==> config.mk <==
export PLATFORM = sky130hd
export DESIGN_NAME = transfer_function_lut_interpolator_core
export DESIGN_NICKNAME = d
export VERILOG_FILES = /design/src/hdl/tfli_pkg.sv /design/src/hdl/tfli_segment.sv /design/src/hdl/tfli_divider.sv /design/src/hdl/tfli_preview.sv /design/src/hdl/transfer_function_lut_interpolator_core.sv
export SDC_FILE = /design/constraint.sdc
export NUM_CORES = 2
export LEC_CHECK = 0
export ABC_AREA = 0
export BUFFER_PORTS_ARGS = -buffer_cell sky130_fd_sc_hd__buf_4
export CAP_MARGIN = 20
export CORE_ASPECT_RATIO = 1.5
export CORE_MARGIN = 2
export CORE_UTILIZATION = 30
export DETAILED_ROUTE_END_ITERATION = 8
export PLACE_DENSITY = 0.5
export SYNTH_ARGS = -nofsm -noshare
export SYNTH_HDL_FRONTEND = slang
export SYNTH_HIERARCHICAL = 1
export SYNTH_SLANG_ARGS = --single-unit
==> constraint.sdc <==
create_clock -name clk -period 6.65 [get_ports clk]
set_input_delay 1.6625 -clock clk [delete_from_list [all_inputs] [get_ports clk]]
set_output_delay 1.6625 -clock clk [all_outputs]
set_load 0.01 [all_outputs]
==> src/hdl/tfli_pkg.sv <==
package tfli_pkg;

  localparam int TABLE_ENTRIES = 256;
  localparam int PREVIEW_ROWS  = 100;
  localparam int ENTRY_SPAN    = TABLE_ENTRIES - 1;

  // red, green, blue, alpha
  localparam int LANES      = 4;
  localparam int LANE_ALPHA = 3;
  localparam int COLOR_LANES = 3;

  localparam int SEG_STAGES = 3;
  localparam int DIV_STEPS  = 8;
  localparam int CMP_W      = 20;

  localparam int CFG_DATA_W  = 32;
  localparam int CFG_INDEX_W = 3;

  typedef enum logic [CFG_INDEX_W-1:0] {
    REG_COLOR_0   = 3'd0,
    REG_COLOR_1   = 3'd1,
    REG_COLOR_2   = 3'd2,
    REG_OPACITY_0 = 3'd3,
    REG_OPACITY_1 = 3'd4,
    REG_OPACITY_2 = 3'd5
  } reg_index_t;

  localparam logic [31:0] COLOR_0_RST   = 32'h0000_00FF;
  localparam logic [31:0] COLOR_1_RST   = 32'h8000_FF00;
  localparam logic [31:0] COLOR_2_RST   = 32'hFFFF_0000;
  localparam logic [15:0] OPACITY_0_RST = 16'h0000;
  localparam logic [15:0] OPACITY_1_RST = 16'h8080;
  localparam logic [15:0] OPACITY_2_RST = 16'hFFFF;

  typedef struct packed {
    logic [7:0] entry_index;
    logic [6:0] preview_row;
  } in_t;

  typedef struct packed {
    logic [7:0] red;
    logic [7:0] green;
    logic [7:0] blue;
    logic [7:0] alpha;
    logic [7:0] preview_red;
    logic [7:0] preview_green;
    logic [7:0] preview_blue;
  } out_t;

  // one divide request per lane: quotient = num / den, or ovr_val when ovr
  typedef struct packed {
    logic [15:0] num;
    logic [7:0]  den;
    logic        ovr;
    logic [7:0]  ovr_val;
  } div_req_t;

  // index -> 8-bit position, saturating at the last entry
  function automatic logic [255:0][7:0] build_pos_table();
    logic [255:0][7:0] t;
    for (int i = 0; i < 256; i++) begin
      if (i >= ENTRY_SPAN) begin
        t[i] = 8'd255;
      end else begin
        t[i] = 8'((i * 255) / ENTRY_SPAN);
      end
    end
    return t;
  endfunction

  localparam logic [255:0][7:0] POS_TABLE = build_pos_table();

endpackage

==> src/hdl/tfli_segment.sv <==
module tfli_segment
  import tfli_pkg::*;
(
  input  logic                        clk,
  input  logic [7:0]                  entry_index,
  input  logic [2:0][31:0]            color_point,
  input  logic [2:0][15:0]            opacity_point,
  output div_req_t [LANES-1:0]        req
);

  typedef struct packed {
    logic [7:0] l;
    logic [7:0] r;
    logic [7:0] pl;
    logic [7:0] pr;
  } ends_t;

  typedef struct packed {
    logic signed [17:0] prod_l;
    logic signed [17:0] prod_r;
    logic signed [8:0]  den;
    logic [7:0]         l;
  } prod_t;

  ends_t [LANES-1:0] ends;
  logic  [7:0]       pos;
  prod_t [LANES-1:0] prod;

  ends_t [LANES-1:0] ends_next;
  logic  [7:0]       pos_next;
  logic              color_hi;
  logic              opac_hi;

  // stage 1: position lookup and segment choice
  always_comb begin
    pos_next = POS_TABLE[entry_index];
    color_hi = pos_next > color_point[1][31:24];
    opac_hi  = pos_next > opacity_point[1][15:8];
    for (int k = 0; k < COLOR_LANES; k++) begin
      if (color_hi) begin
        ends_next[k].l  = color_point[1][16-8*k +: 8];
        ends_next[k].r  = color_point[2][16-8*k +: 8];
        ends_next[k].pl = color_point[1][31:24];
        ends_next[k].pr = color_point[2][31:24];
      end else begin
        ends_next[k].l  = color_point[0][16-8*k +: 8];
        ends_next[k].r  = color_point[1][16-8*k +: 8];
        ends_next[k].pl = color_point[0][31:24];
        ends_next[k].pr = color_point[1][31:24];
      end
    end
    if (opac_hi) begin
      ends_next[LANE_ALPHA].l  = opacity_point[1][7:0];
      ends_next[LANE_ALPHA].r  = opacity_point[2][7:0];
      ends_next[LANE_ALPHA].pl = opacity_point[1][15:8];
      ends_next[LANE_ALPHA].pr = opacity_point[2][15:8];
    end else begin
      ends_next[LANE_ALPHA].l  = opacity_point[0][7:0];
      ends_next[LANE_ALPHA].r  = opacity_point[1][7:0];
      ends_next[LANE_ALPHA].pl = opacity_point[0][15:8];
      ends_next[LANE_ALPHA].pr = opacity_point[1][15:8];
    end
  end

  // stage 2: weighted ends
  function automatic prod_t lane_prod(ends_t e, logic [7:0] p);
    prod_t             o;
    logic signed [8:0] dl;
    logic signed [8:0] dr;
    dl       = $signed({1'b0, e.pr}) - $signed({1'b0, p});
    dr       = $signed({1'b0, p}) - $signed({1'b0, e.pl});
    o.prod_l = 18'($signed({1'b0, e.l})) * 18'(dl);
    o.prod_r = 18'($signed({1'b0, e.r})) * 18'(dr);
    o.den    = $signed({1'b0, e.pr}) - $signed({1'b0, e.pl});
    o.l      = e.l;
    return o;
  endfunction

  // stage 3: sum, fold sign of span into numerator, catch the easy cases
  function automatic div_req_t lane_req(prod_t x);
    div_req_t           o;
    logic signed [18:0] sum;
    logic signed [18:0] snum;
    logic        [8:0]  dabs;
    sum  = 19'(x.prod_l) + 19'(x.prod_r);
    snum = x.den[8] ? -sum : sum;
    dabs = x.den[8] ? 9'(-x.den) : 9'(x.den);
    o.num     = snum[15:0];
    o.den     = dabs[7:0];
    o.ovr     = 1'b0;
    o.ovr_val = 8'd0;
    if (x.den == 9'sd0) begin
      o.ovr     = 1'b1;
      o.ovr_val = x.l;
    end else if (snum[18]) begin
      o.ovr     = 1'b1;
      o.ovr_val = 8'd0;
    end else if (snum[17:8] >= {2'b00, dabs[7:0]}) begin
      o.ovr     = 1'b1;
      o.ovr_val = 8'd255;
    end
    return o;
  endfunction

  always_ff @(posedge clk) begin
    ends <= ends_next;
    pos  <= pos_next;
    for (int k = 0; k < LANES; k++) begin
      prod[k] <= lane_prod(ends[k], pos);
      req[k]  <= lane_req(prod[k]);
    end
  end

endmodule

==> src/hdl/tfli_divider.sv <==
module tfli_divider
  import tfli_pkg::*;
(
  input  logic       clk,
  input  div_req_t   req,
  output logic [7:0] quotient
);

  typedef struct packed {
    logic [7:0] rem;
    logic [7:0] lo;
    logic [7:0] quo;
    logic [7:0] den;
    logic       ovr;
    logic [7:0] ovr_val;
  } div_state_t;

  div_state_t st [DIV_STEPS];
  div_state_t first;

  // one restoring step; numerator is known below den*256 unless ovr
  function automatic div_state_t div_step(div_state_t s);
    div_state_t n;
    logic [8:0] t;
    n = s;
    t = {s.rem, s.lo[7]};
    if (t >= {1'b0, s.den}) begin
      n.rem = 8'(t - {1'b0, s.den});
      n.quo = {s.quo[6:0], 1'b1};
    end else begin
      n.rem = t[7:0];
      n.quo = {s.quo[6:0], 1'b0};
    end
    n.lo = {s.lo[6:0], 1'b0};
    return n;
  endfunction

  always_comb begin
    first.rem     = req.num[15:8];
    first.lo      = req.num[7:0];
    first.quo     = 8'd0;
    first.den     = req.den;
    first.ovr     = req.ovr;
    first.ovr_val = req.ovr_val;
  end

  always_ff @(posedge clk) begin
    st[0] <= div_step(first);
    for (int k = 1; k < DIV_STEPS; k++) begin
      st[k] <= div_step(st[k-1]);
    end
  end

  assign quotient = st[DIV_STEPS-1].ovr ? st[DIV_STEPS-1].ovr_val : st[DIV_STEPS-1].quo;

endmodule

==> src/hdl/tfli_preview.sv <==
module tfli_preview
  import tfli_pkg::*;
(
  input  logic                  clk,
  input  logic                  rst,
  input  logic                  valid,
  input  logic [6:0]            row,
  input  logic [LANES-1:0][7:0] quo,
  output logic                  done,
  output out_t                  result
);

  localparam logic [CMP_W-1:0] ROW_SCALE = CMP_W'(255);
  localparam logic [CMP_W-1:0] ROW_COUNT = CMP_W'(PREVIEW_ROWS);

  logic [CMP_W-1:0] row_term;
  logic [CMP_W-1:0] alpha_term;
  logic             plain;
  out_t             result_next;

  function automatic logic [7:0] to_white(logic [7:0] c);
    logic [8:0] t;
    t = 9'd255 + {1'b0, c};
    return t[8:1];
  endfunction

  always_comb begin
    row_term   = CMP_W'(row) * ROW_SCALE;
    alpha_term = CMP_W'(quo[LANE_ALPHA]) * ROW_COUNT;
    plain      = row_term > alpha_term;
    result_next.red           = quo[0];
    result_next.green         = quo[1];
    result_next.blue          = quo[2];
    result_next.alpha         = quo[LANE_ALPHA];
    result_next.preview_red   = plain ? quo[0] : to_white(quo[0]);
    result_next.preview_green = plain ? quo[1] : to_white(quo[1]);
    result_next.preview_blue  = plain ? quo[2] : to_white(quo[2]);
  end

  always_ff @(posedge clk) begin
    if (rst) begin
      done <= 1'b0;
    end else begin
      done <= valid;
    end
    result <= result_next;
  end

endmodule

==> src/hdl/transfer_function_lut_interpolator_core.sv <==
// channel | dir | handshake             | word
// --------+-----+-----------------------+-----------------------------------------
// item    | in  | start & !busy         | entry_index, preview_row
// result  | out | done, one cycle       | red, green, blue, alpha, preview rgb
// cfg     | in  | cfg_write             | cfg_index selects register, cfg_data
//
// A word taken at one edge passes the input register, three segment stages,
// eight divide steps (one quotient bit each) and the output stage to result.
// One word every cycle; busy stays low.
// Reset clears the valid line and loads the breakpoint defaults.
// Results carry no back-pressure: done is a one-cycle strobe.
module transfer_function_lut_interpolator_core
  import tfli_pkg::*;
(
  input  logic                   clk,
  input  logic                   rst,
  input  logic                   start,
  output logic                   busy,
  input  in_t                    item,
  output logic                   done,
  output out_t                   result,
  input  logic                   cfg_write,
  input  logic [CFG_INDEX_W-1:0] cfg_index,
  input  logic [CFG_DATA_W-1:0]  cfg_data
);

  localparam int LINE    = SEG_STAGES + DIV_STEPS;
  localparam int LATENCY = LINE + 2;

  logic [2:0][31:0]       color_point;
  logic [2:0][15:0]       opacity_point;

  logic                   in_vld;
  in_t                    in_word;
  logic [LINE-1:0]        vld_line;
  logic [6:0]             row_line [LINE];

  div_req_t [LANES-1:0]   req;
  logic [LANES-1:0][7:0]  quo;

  assign busy = 1'b0;

  always_ff @(posedge clk) begin
    if (rst) begin
      color_point[0]   <= COLOR_0_RST;
      color_point[1]   <= COLOR_1_RST;
      color_point[2]   <= COLOR_2_RST;
      opacity_point[0] <= OPACITY_0_RST;
      opacity_point[1] <= OPACITY_1_RST;
      opacity_point[2] <= OPACITY_2_RST;
    end else if (cfg_write) begin
      unique case (cfg_index)
        REG_COLOR_0:   color_point[0]   <= cfg_data;
        REG_COLOR_1:   color_point[1]   <= cfg_data;
        REG_COLOR_2:   color_point[2]   <= cfg_data;
        REG_OPACITY_0: opacity_point[0] <= cfg_data[15:0];
        REG_OPACITY_1: opacity_point[1] <= cfg_data[15:0];
        REG_OPACITY_2: opacity_point[2] <= cfg_data[15:0];
        default: ;
      endcase
    end
  end

  // valid and row ride alongside the segment and divide stages
  always_ff @(posedge clk) begin
    if (rst) begin
      in_vld   <= 1'b0;
      vld_line <= '0;
    end else begin
      in_vld   <= start && !busy;
      vld_line <= {vld_line[LINE-2:0], in_vld};
    end
    in_word     <= item;
    row_line[0] <= in_word.preview_row;
    for (int k = 1; k < LINE; k++) begin
      row_line[k] <= row_line[k-1];
    end
  end

  tfli_segment u_segment (
    .clk           (clk),
    .entry_index   (in_word.entry_index),
    .color_point   (color_point),
    .opacity_point (opacity_point),
    .req           (req)
  );

  for (genvar g = 0; g < LANES; g++) begin : g_lane
    tfli_divider u_divider (
      .clk      (clk),
      .req      (req[g]),
      .quotient (quo[g])
    );
  end

  tfli_preview u_preview (
    .clk    (clk),
    .rst    (rst),
    .valid  (vld_line[LINE-1]),
    .row    (row_line[LINE-1]),
    .quo    (quo),
    .done   (done),
    .result (result)
  );

`ifndef SYNTHESIS
  a_latency: assert property (@(posedge clk) disable iff (rst)
    (start && !busy) |-> ##LATENCY done)
    else $error("accepted word did not come out on time");

  a_no_ghost: assert property (@(posedge clk) disable iff (rst)
    done |-> $past(vld_line[LINE-1]))
    else $error("result strobe without a word in flight");

  a_whiter: assert property (@(posedge clk) disable iff (rst)
    done |-> (result.preview_red >= result.red) && (result.preview_green >= result.green)
             && (result.preview_blue >= result.blue))
    else $error("preview pixel darker than colour");
`endif

endmodule
Yosys cells after proc, flatten, opt, wreduce, memory -nomap -nowiden
Memories as Yosys holds them, arrays and structs flattened. A register that Yosys moved wholly into a read port is not among the register bits.
Index checks and enable logic that the tools add are counted.
{"block": "word_totals", "ff_bits": 708, "latch_bits": 0, "mem_bits_rw": 1357, "romBits": 2048, "in_bits": 54, "output_inout_bits": 58, "word_cells": 298, "n_memories": 6}
{"block": "op_classes", "n_addsub": 59, "n_mul": 10, "div": 0, "magnitude_cmp": 40, "n_eq_ne": 5, "shifts": 0, "n_mux": 96, "bitwise_logic": 0, "n_reduce_logical": 15}
{"memory": "(name not given)", "depth": 256, "word_bits": 8, "rd": 1, "rd_ports_with_merged_regs": 1, "write_ports": 0, "line_no": "tfli_segment.sv:36", "source": "pos_next = POS_TABLE[entry_index];"}
{"memory": "g_lane[0].u_divider.st", "depth": 8, "word_bits": 40, "rd": 8, "rd_ports_with_merged_regs": 0, "write_ports": 8, "line_no": "tfli_divider.sv:18", "source": "div_state_t st [DIV_STEPS];"}
{"memory": "g_lane[1].u_divider.st", "depth": 8, "word_bits": 40, "rd": 8, "rd_ports_with_merged_regs": 0, "write_ports": 8, "line_no": "tfli_divider.sv:18"}
{"memory": "g_lane[2].u_divider.st", "depth": 8, "word_bits": 40, "rd": 8, "rd_ports_with_merged_regs": 0, "write_ports": 8, "line_no": "tfli_divider.sv:18"}
{"memory": "g_lane[3].u_divider.st", "depth": 8, "word_bits": 40, "rd": 8, "rd_ports_with_merged_regs": 0, "write_ports": 8, "line_no": "tfli_divider.sv:18"}
{"memory": "row_line", "depth": 11, "word_bits": 7, "rd": 11, "rd_ports_with_merged_regs": 0, "write_ports": 11, "line_no": "transfer_function_lut_interpolator_core.sv:36", "source": "logic [6:0] row_line [LINE];"}
{"operator": "$mux W8", "n": 52}
{"operator": "$ge A9 B8 Y1", "n": 32}
{"operator": "$sub A8 B8 Y8", "n": 32}
{"operator": "$mul A9 B9 Y18", "n": 8}
{"operator": "$mux W32", "n": 4}
{"operator": "$sub A8 B8 Y9", "n": 12}
{"operator": "$add A18 B18 Y19", "n": 4}
{"operator": "$mux W19", "n": 4}
{"operator": "$neg A19 Y19", "n": 4}
{"operator": "$ge A10 B8 Y1", "n": 4}
{"operator": "$logic_not A9 Y1", "n": 4}
{"operator": "$mux W9", "n": 4}
{"operator": "$mux W1", "n": 32}
{"operator": "$neg A8 Y8", "n": 4}
{"operator": "$add A8 B8 Y9 const A", "n": 3}
{"operator": "$gt A8 B8 Y1", "n": 2}
{"operator": "$gt A15 B15 Y1", "n": 1}
{"operator": "$mul A7 B8 Y15 const B", "n": 1}
{"operator": "$mul A8 B5 Y13 const B", "n": 1}
{"operator": "$reduce_and A2 Y1", "n": 6}
{"operator": "$lt A8 B9 Y1 const B", "n": 1}
{"operator": "$reduce_or A2 Y1", "n": 4}
{"operator": "$eq A3 B2 Y1 const B", "n": 2}
{"operator": "$eq A3 B3 Y1 const B", "n": 2}
{"operator": "other kinds (2)", "n": 2}

Logic depth before layout (Yosys ltp)
{"block": "depth", "word_depth": 7, "depth_mapped": 33, "mapped_depth_nobuf": 32}

Hierarchy
Netlist, hierarchy kept.
{"module": "tfli_segment", "n_inst": 1, "cells_per_inst": 4050, "area_per_inst_um2": 38209.1, "seq_area_each_um2": 8287.9}
{"module": "tfli_divider at g_lane[2].u_divider ...", "n_inst": 2, "cells_per_inst": 758, "area_per_inst_um2": 8968.6, "seq_area_each_um2": 4964.8}
{"module": "tfli_divider at g_lane[1].u_divider", "n_inst": 1, "cells_per_inst": 734, "area_per_inst_um2": 8685.8, "seq_area_each_um2": 4964.8}
{"module": "tfli_divider at g_lane[0].u_divider", "n_inst": 1, "cells_per_inst": 738, "area_per_inst_um2": 8491.9, "seq_area_each_um2": 4964.8}
{"module": "transfer_function_lut_interpolator_core", "n_inst": 1, "cells_per_inst": 663, "area_per_inst_um2": 7948.9, "seq_area_each_um2": 4964.8}
{"module": "tfli_preview", "n_inst": 1, "cells_per_inst": 414, "area_per_inst_um2": 3965.1, "seq_area_each_um2": 1141.1}

Least setup slack after synthesis
Ideal clock, no wire load.
{"block": "synth_timing", "kind": "register to register", "from": "register u_segment.pos[1]", "to": "register u_segment/prod[157] (netlist name)", "setup_ns": 0.118, "arrival_time_ns": 6.634, "required_time_ns": 6.532, "slack_ns": -0.101, "stages_incl_launch_ff": 32, "n_path_buf": 1, "synth_period_minus_slack_ns": 6.751, "cell_sequence": "dfxtp_1 -> inv_1 -> ha_1 -> nor2b_1 -> o21ai_0 -> nand2b_1 -> a21oi_1 -> nor2b_1 -> o21ai_0 -> nand2_1 -> a21oi_1 -> xnor2_1 -> clkbuf_1 -> nand2_1 -> fa_1 -> fa_1 -> inv_1 -> fa_1 -> fa_1 -> inv_1 -> fa_1 -> inv_1 -> ha_1 -> inv_1 -> o21ai_0 -> a21oi_1 -> o21bai_1 -> a21oi_1 -> o21ai_0 -> or4_1 -> o311a_1 -> xor2_1"}
{"block": "synth_via", "elab_chain_len": 2}
{"element": "start, declared", "line_no": "tfli_segment.sv:26", "source": "logic [7:0] pos;"}
{"element": "start signal, assigned", "line_no": "tfli_segment.sv:107", "source": "pos <= pos_next;"}
{"element": "$sub A8 B8 Y9", "line_no": "tfli_segment.sv:70", "source": "dl = $signed({1'b0, e.pr}) - $signed({1'b0, p});"}
{"element": "$mul A9 B9 Y18", "line_no": "tfli_segment.sv:72", "source": "o.prod_l = 18'($signed({1'b0, e.l})) * 18'(dl);"}
{"element": "end signal, assigned by index", "line_no": "tfli_segment.sv:109", "source": "prod[k] <= lane_prod(ends[k], pos);"}
{"element": "end, declared", "line_no": "tfli_segment.sv:27", "source": "prod_t [LANES-1:0] prod;"}
Every way passes these cells.
A chain may end at the register's enable or synchronous reset.

Worst setup path after layout
{"block": "layout_timing", "from": "register u_segment.pos[0]", "to": "register u_segment/prod[33] (netlist name)"}
{"block": "layout_via", "elab_chain_len": 2}
{"element": "$sub A8 B8 Y9", "line_no": "tfli_segment.sv:71", "source": "dr = $signed({1'b0, p}) - $signed({1'b0, e.pl});"}
{"element": "$mul A9 B9 Y18", "line_no": "tfli_segment.sv:73", "source": "o.prod_r = 18'($signed({1'b0, e.r})) * 18'(dr);"}
Every way passes these cells.

==> results.cfg <==
[status]
outcome = finished clean

[place]
placedCellCount = 12000
gp_routability_congestion = 0.833
portBuffers = 110
post-dp-hpwl_um = 150000

[detailed_routing]
drt_drc_violations_left = 0
route.met3.wl_um = 5250
antenna_violating_nets_post_route = 0
drtIter0Drc = 1800
routedLengthMet1_um = 78600
dr_wl_met2_um = 97600
route.vias.total = 55000
first_pass_iters = 5
routed.top_layer = met4
wl_per_instance_um = 15.4
detail_route.wirelength_um = 189000
viasPerCell = 4.46

[logic_synthesis]
post-synth-top-count-cell = dfxtp_1
syn-instance-count = 8115
yosysUniqueCellTypes = 116
ys_seq_elements = 1711
synth_seq_area_share_pct = 40.2
synth-edff-count = 0
synth_area_leaders = dfxtp_1 40%, ha_1 14%, fa_1 9.4%
synthesis.area_per_instance_um2 = 10.5
postSynth.topFlopCell = dfxtp_1
mappedNetlistArea_um2 = 85200
netlist.top_cell.by_area = dfxtp_1
yosys.area.top_type_share_pct = 40.2
synth_warnings = 6
netlist_top_cells_count = 1711 x dfxtp_1, 994 x inv_1, 933 x ha_1
syn_nets = 9504
synthArstFlopShare_pct = 0

[cells_and_area]
areaGrowthSynthToFinish_pct = 15.9
utilization_pct = 34.9
finish.cell_count_without_fillers = 12300
layout_net_count = 9849
fraction_of_final_layout_cells_with_drive_strength_greater_than_1_pct = 13.0
num-fill-cells = 28100

[grt]
vias_in_the_first_global_route = 58100
grt_start_max_net_pins = 77
initial_antenna_violation_count = 4
grt-ovfl-total = 0
grt_pass1_wl_um = 304000
global_route_usage_over_all_layers_pct = 13.0

[clock_network]
clk_latency_ns = 0.85
clk_pin_slew_worst_paths_ns = 0.06
cts_num_sinks = 1711
numCtsBuffers = 182
number_of_buffers_inserted_by_hold_repair_at_cts = 0
tritoncts = done
root_buf_cell = clkbuf_16
cts_max_path_buffers = 4
cts.htree.levels = 4

[sta]
final.period_utilization_pct = 96.8
worst_slew_margin_rel_pct = 29.5
fmax_mhz = 155
timing.final.hold_violations = 0
period_minus_slack_ns = 6.44
fin_skew_ns = 0.0859
finalSetupViolCount = 0
worst-slew-pin-transition_ns = 1.06
report.final.slew_viol_count = 0
grt_setup_unrepaired = yes

[hold_path]
whs_endpoint = g_lane[3].u_divider/st[0][25]$_DFF_P_
hold_path_depth = 0
holdCritStartpoint = u_segment/req[116]$_DFF_P_
worst_hold_path_type = flip-flop to flip-flop

[floorplanning]
fp.dieW_um = 439
die_area_um2 = 288000
core_area_um2 = 283000
io_pins = 112
placement_rows = 239
die_height_um = 657
floorplan.initialDensity_pct = 30.2

[critical_path]
worstSetupPathDepth = 30
rr_worst_depth = 30
rr_startpoint = u_segment/pos[0]$_DFF_P_
worst-path-max-fanout = 8
critPathCaptureType = flip-flop
critical_setup_path_class = flip-flop to flip-flop
critical_path.n_buffers_inverters = 7
r2r_slack_ns = 0.21
critPathSlowestCell = fa_1
path_delay_family = adder cells
cpPeakStageDelay_ns = 0.54
crit-reg2reg-capture = u_segment/prod[33]$_DFF_P_
cpMostUsedCell = fa_1
worstPathArrival_ns = 7.12
critical_path_required_ns = 7.33
critPathLaunchType = flip-flop

[job]
cap_viol_max_count = 0
flip-flops by register name, summed over array words and instances, names as in the netlist, 8 cells and up:
register / cells
u_segment/prod: 194
color_point: 96
vld_line: 11
u_preview/result: 56
opacity_point: 48
u_segment/ends: 96
in_word: 15
g_lane.u_divider/st: 992
u_segment/pos: 8
row_line: 77
u_segment/req: 116
repair_timing:
| action | CTS | global route |
|---|---|---|
| endpoints found under the hold margin | 0 | 0 |
| gates cloned | 0 | 1 |
| gates resized for setup | 43 | 155 |
| setup buffers | 10 | 25 |
| pin swaps | 27 | 128 |
| endpoints found under the setup margin | 22 | 42 |
through the flow:
step / hold WS (ns) / instance area [um^2] / worst slack [ns] / setup TNS, ns
after floorplan: 0.310 / 85200 / 0.0150 / 0
after global placement: 0.310 / 91400 / -0.247 / -1.88
after detailed placement: 0.312 / 91400 / -0.230 / -2.70
after CTS: 0.264 / 98000 / 0.000744 / 0
after global routing: 0.266 / 98800 / -0.0824 / -0.251
final: 0.262 / 98800 / 0.211 / 0
routing by layer:
metal	GRT usage (%)	vias to the layer above
met3	1.70	350
met2	24.4	675
li1	-	27700
met1	14.7	26300
met4	5.15	0
met5	0	-
placed cells by master (no fill, tap or decap), types with 20 or more instances in the layout:
| cell type | synthesis | final |
|---|---|---|
| a211oi_1 | 34 | 34 |
| a21o_1 | 166 | 166 |
| a21oi_1 | 256 | 232 |
| a21oi_2 | 6 | 27 |
| and2_1 | 318 | 313 |
| buf_4 | 34 | 325 |
| bufinv_16 | 0 | 31 |
| clkbuf_1 | 98 | 33 |
| clkbuf_16 | 0 | 183 |
| clkbuf_8 | 0 | 28 |
| clkinv_2 | 0 | 20 |
| dfxtp_1 | 1711 | 1706 |
| fa_1 | 402 | 396 |
| ha_1 | 933 | 917 |
| inv_1 | 994 | 979 |
| mux2_1 | 26 | 26 |
| mux2_2 | 183 | 183 |
| mux2_4 | 48 | 48 |
| mux2i_1 | 233 | 233 |
| nand2_1 | 328 | 325 |
| nand2b_1 | 292 | 292 |
| nand3_1 | 101 | 101 |
| nor2_1 | 391 | 389 |
| nor2b_1 | 162 | 158 |
| nor3_1 | 81 | 81 |
| nor4_1 | 27 | 25 |
| o21a_1 | 72 | 72 |
| o21ai_0 | 296 | 254 |
| o21ai_1 | 12 | 38 |
| o21bai_1 | 26 | 26 |
| o31a_1 | 54 | 54 |
| o31ai_1 | 26 | 26 |
| or2_2 | 34 | 33 |
| or3_1 | 24 | 24 |
| or4b_1 | 24 | 24 |
| xnor2_1 | 239 | 231 |
| xor2_1 | 100 | 94 |
area by class of cell:
class	instances	area, um^2	share of cell area (%)
Antenna cell	1	2.50	0.00253
Clock buffer	243	5060	5.13
Clock inverter	82	1350	1.36
Inverter	994	3730	3.78
Multi-Input combinational cell	5227	46900	47.5
Sequential cell	1711	34300	34.7
Tap cell	3735	4670	4.73
Timing Repair Buffer	344	2760	2.79
logic make-up after synthesis:
family                   after synthesis  synth area share [%]
AO/OA/AOI/OAI                       1179                  9.51
adder cells (fa/ha/maj)             1335                  23.1
buffers and inverters               1177                  5.54
flip-flops                          1711                  40.2
other                                  1               0.00440
AND/OR/NAND/NOR                     1882                  11.8
XOR/XNOR                             340                  3.50
multiplexers                         490                  6.34
worst max-delay path by stage:
stage / from / end / slack (ns)
after floorplan: u_segment/ends[73]$_DFF_P_ / u_segment/prod[85]$_DFF_P_ / 0.01
after global placement: u_segment/pos[2]$_DFF_P_ / u_segment/prod[52]$_DFF_P_ / -0.25
after detailed placement: u_segment/pos[0]$_DFF_P_ / u_segment/prod[209]$_DFF_P_ / -0.23
after CTS: u_segment/pos[1]$_DFF_P_ / u_segment/prod[210]$_DFF_P_ / 0.0007
after global routing: u_segment/ends[64]$_DFF_P_ / u_segment/prod[157]$_DFF_P_ / -0.08
final: u_segment/pos[0]$_DFF_P_ / u_segment/prod[33]$_DFF_P_ / 0.21
Power is left out: the tool's default activity adds up to more than one toggle a clock period on the data nets, which glitch-free logic cannot reach.
